===== config.mk =====
export PLATFORM = sky130hd
export DESIGN_NAME = fpa_front
export DESIGN_NICKNAME = d
export VERILOG_FILES = /design/src/hw/rtl/fpa_pkg.sv /design/src/hw/rtl/fpa_front.sv
export SDC_FILE = /design/constraint.sdc
export NUM_CORES = 2
export LEC_CHECK = 0
export BUFFER_PORTS_ARGS = -buffer_cell sky130_fd_sc_hd__buf_2
export CAP_MARGIN = 10
export CORE_MARGIN = 3
export CORE_UTILIZATION = 55
export CTS_BUF_LIST = sky130_fd_sc_hd__clkbuf_4 sky130_fd_sc_hd__clkbuf_8
export DETAILED_ROUTE_END_ITERATION = 8
export MAX_ROUTING_LAYER = met4
export PLACE_DENSITY = 0.76
export SLEW_MARGIN = 15
export SYNTH_ARGS = -nofsm -noshare
export SYNTH_HDL_FRONTEND = slang
export SYNTH_SLANG_ARGS = --single-unit

===== constraint.sdc =====
create_clock -name clk -period 7.7 [get_ports clk]
set_clock_uncertainty 0.1 [all_clocks]
set_input_delay 0.77 -clock clk [delete_from_list [all_inputs] [get_ports clk]]
set_output_delay 0.77 -clock clk [all_outputs]
set_load 0.1 [all_outputs]

===== src/hw/rtl/fpa_pkg.sv =====
`timescale 1ns / 1ps
// ----------------------------------------------------------------------------
// fpa_pkg
// shared types and constants of the fixed-point alu
// ----------------------------------------------------------------------------
package fpa_pkg;

  localparam int FRAC_BITS_DEFAULT = 8;
  localparam int WORD_W            = 32;

  typedef enum logic [3:0] {
    FN_ADD      = 4'd0,
    FN_SUB      = 4'd1,
    FN_MUL      = 4'd2,
    FN_DIV      = 4'd3,
    FN_GT       = 4'd4,
    FN_LT       = 4'd5,
    FN_GE       = 4'd6,
    FN_LE       = 4'd7,
    FN_EQ       = 4'd8,
    FN_NE       = 4'd9,
    FN_MIN      = 4'd10,
    FN_MAX      = 4'd11,
    FN_INC      = 4'd12,
    FN_DEC      = 4'd13,
    FN_TO_INT   = 4'd14,
    FN_FROM_INT = 4'd15
  } func_t;

  // result data that rides along the divider pipeline
  typedef struct packed {
    logic [WORD_W-1:0] value;   // result of every operation but divide and the comparisons
    logic              cmp;     // comparison outcome
    logic              is_div;  // take the quotient instead of value
    logic              dz;      // divide by zero
    logic              neg;     // quotient sign
  } side_t;

endpackage


===== src/hw/rtl/fpa_front.sv =====
`timescale 1ns / 1ps
// ----------------------------------------------------------------------------
// fpa_front
// two-stage front end: decode, simple ops, multiply, divide operand setup
// ----------------------------------------------------------------------------
module fpa_front import fpa_pkg::*; #(
  parameter int FRAC_BITS = FRAC_BITS_DEFAULT,
  parameter int DW        = WORD_W + FRAC_BITS
) (
  input  logic                     clk,
  input  logic                     rst,
  input  logic                     in_valid,
  input  logic [3:0]               func,
  input  logic signed [WORD_W-1:0] operand_a,
  input  logic signed [WORD_W-1:0] operand_b,
  output logic                     out_valid,
  output side_t                    out_side,
  output logic [WORD_W-1:0]        out_dvsr,
  output logic [DW-1:0]            out_dvnd
);

  // stage a
  logic                       valid_a;
  logic                       is_mul_a;
  logic signed [2*WORD_W-1:0] prod_a;
  side_t                      side_a;
  logic [WORD_W-1:0]          dvsr_a;
  logic [DW-1:0]              dvnd_a;

  side_t             side_next;
  side_t             side_b_next;
  logic [WORD_W-1:0] mag_a;
  logic [WORD_W-1:0] mag_b;
  func_t             fn;

  always_comb begin
    fn        = func_t'(func);
    side_next = '0;
    mag_a     = operand_a[WORD_W-1] ? WORD_W'(-operand_a) : WORD_W'(operand_a);
    mag_b     = operand_b[WORD_W-1] ? WORD_W'(-operand_b) : WORD_W'(operand_b);
    case (fn)
      FN_ADD:      side_next.value = WORD_W'(operand_a + operand_b);
      FN_SUB:      side_next.value = WORD_W'(operand_a - operand_b);
      FN_MUL:      side_next.value = '0;
      FN_DIV: begin
        side_next.is_div = 1'b1;
        side_next.dz     = (operand_b == '0);
        side_next.neg    = operand_a[WORD_W-1] ^ operand_b[WORD_W-1];
      end
      FN_GT:       side_next.cmp = (operand_a > operand_b);
      FN_LT:       side_next.cmp = (operand_a < operand_b);
      FN_GE:       side_next.cmp = (operand_a >= operand_b);
      FN_LE:       side_next.cmp = (operand_a <= operand_b);
      FN_EQ:       side_next.cmp = (operand_a == operand_b);
      FN_NE:       side_next.cmp = (operand_a != operand_b);
      FN_MIN:      side_next.value = (operand_a < operand_b) ? operand_a : operand_b;
      FN_MAX:      side_next.value = (operand_a > operand_b) ? operand_a : operand_b;
      FN_INC:      side_next.value = WORD_W'(operand_a + 1);
      FN_DEC:      side_next.value = WORD_W'(operand_a - 1);
      FN_TO_INT:   side_next.value = WORD_W'(operand_a >>> FRAC_BITS);
      FN_FROM_INT: side_next.value = WORD_W'(operand_a << FRAC_BITS);
      default:     side_next.value = '0;
    endcase
  end

  always_ff @(posedge clk) begin
    if (rst) begin
      valid_a <= 1'b0;
    end else begin
      valid_a <= in_valid;
    end
    is_mul_a <= (func_t'(func) == FN_MUL);
    prod_a   <= (2*WORD_W)'(operand_a) * (2*WORD_W)'(operand_b);
    side_a   <= side_next;
    dvsr_a   <= mag_b;
    dvnd_a   <= {mag_a, {FRAC_BITS{1'b0}}};
  end

  // stage b: scale the product
  always_comb begin
    side_b_next = side_a;
    if (is_mul_a) begin
      side_b_next.value = prod_a[FRAC_BITS +: WORD_W];
    end
  end

  always_ff @(posedge clk) begin
    if (rst) begin
      out_valid <= 1'b0;
    end else begin
      out_valid <= valid_a;
    end
    out_side <= side_b_next;
    out_dvsr <= dvsr_a;
    out_dvnd <= dvnd_a;
  end

endmodule


==> Yosys cells after proc, flatten, opt, wreduce, memory -nomap -nowiden <==
Cells that the tools add are included.
{ "totals": {"elab_cells": 59, "ff_bits": 243, "output_inout_bits": 109} }
{ "classes": {"reduce_logical": 2, "n_mux": 8, "magnitude_cmp": 4, "eq_ne": 17, "bitwise_logic": 1, "mul": 1, "addsub": 6} }
{ "op_table": {"columns": ["operator", "count"], "rows": [
  ["$pmux 32 s8", 1],
  ["$mux 32", 3],
  ["$neg 32->32", 2],
  ["$mux 31", 2],
  ["$mul 32x32->40", 1],
  ["$add 32x2->32 const B", 1],
  ["$add 32x32->32", 1],
  ["$eq 32x32->1", 1],
  ["$eq 4x4->1 const B", 8],
  ["$ge 32x32->1", 1],
  ["$gt 32x32->1", 1],
  ["$le 32x32->1", 1],
  ["$logic_not 32->1", 1],
  ["$lt 32x32->1", 1],
  ["$ne 32x32->1", 1],
  ["$sub 32x2->32 const B", 1],
  ["$sub 32x32->32", 1],
  ["$eq 4x3->1 const B", 4],
  ["$eq 4x2->1 const B", 2],
  ["$pmux 1 s6", 1],
  ["$eq 4x1->1 const B", 1],
  ["$logic_not 4->1", 1],
  ["$mux 3", 1],
  ["$xor 1x1->1", 1]
]} }

==> Depth between registers and ports, before layout <==
{ "logic_depth": {"depth_word": 3, "ltp_mapped": 27, "mapped_depth_nobuf": 25} }

==> Least setup slack after synthesis <==
Ideal clock, no wire load.
{ "synth_timing": {"path_kind": "input-to-reg", "start": "input operand_b[10]", "end": "register prod_a[38]", "setup_ps": 72, "stages": 27, "path_buffers": 3, "setup_slack_ps": -261, "arrival_time_ps": 7789, "cell_sequence": "clkbuf_1 > clkbuf_1 > clkbuf_1 > nand2_1 > fa_1 > inv_1 > fa_1 > fa_1 > inv_1 > fa_1 > inv_1 > fa_1 > inv_1 > fa_1 > inv_1 > fa_1 > fa_1 > ha_1 > a21o_1 > a211oi_1 > o21ai_0 > a31o_2 > o21a_1 > a311oi_1 > o31ai_1 > a21oi_1 > xnor2_1"} }
{ "synth_via": {"elab_chain_len": 1} }
{ "synth_rtl": {"columns": ["element", "line_no", "text"], "rows": [
  ["start, declared", "fpa_front.sv:15", "input logic signed [WORD_W-1:0] operand_b,"],
  ["$mul 32x32->40", "fpa_front.sv:73", "prod_a <= (2*WORD_W)'(operand_a) * (2*WORD_W)'(operand_b);"],
  ["end signal, assigned", "fpa_front.sv:73", null],
  ["end, declared", "fpa_front.sv:25", "logic signed [2*WORD_W-1:0] prod_a;"]
]} }
No other way between the ends.
A chain may end at the register's enable or synchronous reset.

==> Final worst setup path <==
{ "layout_timing": {"start": "input operand_a[14]", "end": "register prod_a[39]"} }
{ "layout_via": {"elab_chain_len": 1} }
{ "layout_rtl": {"columns": ["element", "line_no", "text"], "rows": [
  ["start, declared", "fpa_front.sv:14", "input logic signed [WORD_W-1:0] operand_a,"],
  ["$mul 32x32->40", "fpa_front.sv:73", null]
]} }
No other way between the ends.

==> reports/results.tsv <==
stage	metric	value	unit
status	status	finished clean	
grt	largest net degree at the start of global routing	41	
grt	global route total overflow	0	
worst_setup_path	Worst setup EP type	register	
placed_design	dpl hpwl	86600	µm
cts	clock sinks	235	
logic_synthesis	share of the synthesized area in the top cell type	37.2	%
detailed_routing	via count	27400	
finish	share of cells above drive strength 1	12.6	%
hold_path	HP Start	dvsr_a[17]$_DFF_P_	
sta	unrepaired setup endpoints after global routing	false	
logic_synthesis	Synth Flop Type	dfxtp_1	
finish	commonest non-fill, non-tap cell in the layout	inv_1	
worst_setup_path	Critical R2R Capture	out_side[22]$_DFF_P_	
sta	Rel. slew slack	29.0	%
cts	Post-CTS Hold Fix Bufs	0	
logic_synthesis	register area share after synthesis	13.6	%
hold_path	Worst Hold Class	register to register	
logic_synthesis	syn_area_per_cell	9.09	µm²
worst_setup_path	CP max FO	19	
floorplanning	initial core utilization	55.9	%
worst_setup_path	crit start category	input port	
cts	clock slew at reported path FFs	60	ps
detailed_routing	number of vias per cell	5.60	
finish	cell area after layout	0.0382	mm²
logic_synthesis	Post-synth EDFFs	0	
logic_synthesis	Cells after Synth	3813	
cts	clk_lat worst skew	650	ps
placed_design	routability cong.	1.00	
cts	CTS tree	done	
sta	final hold viol count	0	
logic_synthesis	#FFs+latches synth	235	
logic_synthesis	Post-Syn Area	0.0347	mm²
grt	Tot GR Track Use	33.1	%
cts	Post-CTS Setup Inserts	0	
floorplanning	die height	257	µm
worst_setup_path	R2R Path Start	is_mul_a$_DFF_P_	
worst_setup_path	CP Class	input port to register	
cts	CTS resizes	0	
floorplanning	# IOs	180	
sta	min Tclk post-route	7340	ps
floorplanning	core box area	0.0621	mm²
floorplanning	cell row count	91	
cts	H-tree Lvls	2	
floorplanning	Die ar.	0.0661	mm²
placed_design	dpl cells	4798	
grt	wire length of the first global-routing pass	163000	µm
sta	final setup fails	0	
logic_synthesis	Ys Warns	0	
placed_design	Post-Place Cell Area	0.0374	mm²
worst_setup_path	Worst Path Arrival	7770	ps
sta	Max Fclk	0.136	GHz
worst_setup_path	slack of the worst reg-to-reg path	5930	ps
detailed_routing	wirelength, routed	104000	µm
logic_synthesis	asr flop ratio synth	0	%
placed_design	I/O Buffers	171	
logic_synthesis	post-synth top area cell	fa_1	
worst_setup_path	Worst Path Required	8130	ps
logic_synthesis	Area contributors post-synth	fa_1 (37%), dfxtp_1 (14%), ha_1 (8.6%), inv_1 (7.8%), and2_1 (7.0%)	
detailed_routing	DRC violation count after routing	0	
hold_path	WHS Path Cells	0	
worst_setup_path	Reg2Reg Depth	1	
detailed_routing	Antenna Violating Nets Remaining	0	
finish	fillers	5257	
hold_path	Hold EP	out_dvsr[17]$_DFF_P_	
sta	Final period util	95.3	%
grt	antenna violations before repair	15	
floorplanning	chip width	257	µm
cts	root buffer cell	clkbuf_8	
run	maximum capacitance violations	0	
finish	area grow syn2layout	10.3	%
cts	cts bufs inserted	40	
cts	Clock Path Buffers	3	
finish	final net count	4957	
detailed_routing	Starting DRT DRC Count	2319	
sta	Least-Margin Pin Slew	1060	ps
detailed_routing	drt wl/cell	21.4	µm
grt	vias in the first global route	28300	
logic_synthesis	Unique masters post-synth	74	
detailed_routing	Pre-antenna DRT Iters	8	
finish	most frequent cells in the layout	inv_1 (718), fa_1 (644), nand2_1 (425)	
sta	Final Max Slew Viols	0	
finish	non-filler cells, final	4887	
==> state kept, by name, indices dropped and copies added, names as in the netlist <==
| signal | flops |
|---|---|
| out_dvsr | 32 |
| out_dvnd | 32 |
| valid_a | 1 |
| prod_a | 32 |
| out_valid | 1 |
| is_mul_a | 1 |
| side_a | 36 |
| dvnd_a | 32 |
| out_side | 36 |
| dvsr_a | 32 |
==> metal layers <==
layer	part of all wire, %	track usage [%]	wire length [µm]	up-vias
met1	38	41.5	39800	13700
met2	47	52.3	48700	1367
met3	10	7.41	10900	289
met5	0	-	0	-
met4	4.7	13.7	4890	0
li1	-	-	-	12000
==> final cells by class <==
| type | count | area, µm² | share of cell area, % |
|---|---|---|---|
| Timing Repair Buffer | 373 | 2500 | 6.53 |
| Antenna cell | 17 | 42.5 | 0.111 |
| Clock buffer | 54 | 681 | 1.78 |
| Tap cell | 837 | 1050 | 2.74 |
| Multi-Input combinational cell | 2632 | 26400 | 69.1 |
| Inverter | 721 | 2710 | 7.08 |
| Sequential cell | 235 | 4710 | 12.3 |
| Clock inverter | 18 | 149 | 0.389 |
==> worst max-delay path, cell delays in order <==
cell	delay, ps
buf_2	260
buf_4	330
nand2_1	110
fa_1	480
fa_1	530
fa_1	580
fa_1	450
fa_1	560
inv_1	50
fa_1	480
fa_1	520
fa_1	440
ha_1	310
and3_1	160
nand4_1	100
a211oi_1	320
o21a_1	350
a311oi_2	140
buf_4	180
o311ai_0	320
o211ai_1	170
xnor2_1	150
==> synthesized netlist by cell type (all sizes together) (4+ instances only) <==
cell type  count
xnor2        167
o2111ai        4
mux2          34
a21oi        107
ha           239
a31oi         16
dfxtp        235
a21o          36
o21ai         79
nand2        426
nand4         19
nor2b          9
clkbuf       206
o31ai         11
o211ai         8
o21a          15
and3          15
nor4           5
and2         386
buf           26
or3           18
o21bai         9
a31o           5
a222oi        17
nor3          26
a211oi        13
nand2b        20
or4            7
inv          718
a22oi         13
a221oi        12
fa           644
a221o         15
or2            4
nor2         112
nand3         32
o41ai          6
xor2          53
==> through the flow <==
step	hold slack [ps]	setup TNS (ps)	util [%]	worst slack, ps
2_1_floorplan	210	0	-	28.2
3_3_place_gp	210	-593	60.2	-156
3_5_place_dp	212	-1450	60.2	-314
4_1_cts	178	0	61.6	353
5_1_grt	178	0	61.6	75.7
6_report	182	0	61.6	361
==> worst max-delay path by stage <==
stage	start	end	slack, ps	depth (start not counted)
2_1_floorplan	operand_b[5]	prod_a[34]$_DFF_P_	30	25
3_3_place_gp	operand_a[14]	prod_a[39]$_DFF_P_	-160	22
3_5_place_dp	operand_a[14]	prod_a[39]$_DFF_P_	-310	22
4_1_cts	operand_a[14]	prod_a[39]$_DFF_P_	350	22
5_1_grt	operand_a[14]	prod_a[39]$_DFF_P_	80	22
6_report	operand_a[14]	prod_a[39]$_DFF_P_	360	22
==> kinds of logic after synthesis <==
group	share of synthesized area, %
DFF	13.6
other	0.0108
adders and majority gates	45.8
muxes	1.19
buffers and inverters	10.4
xor gates and xnor gates	5.56
and+or+nand+nor	15.9
AOI/OAI and AO/OA	7.50
Power is left out: the tool's default activity adds up to more than one toggle a clock period on the data nets, which glitch-free logic cannot reach.
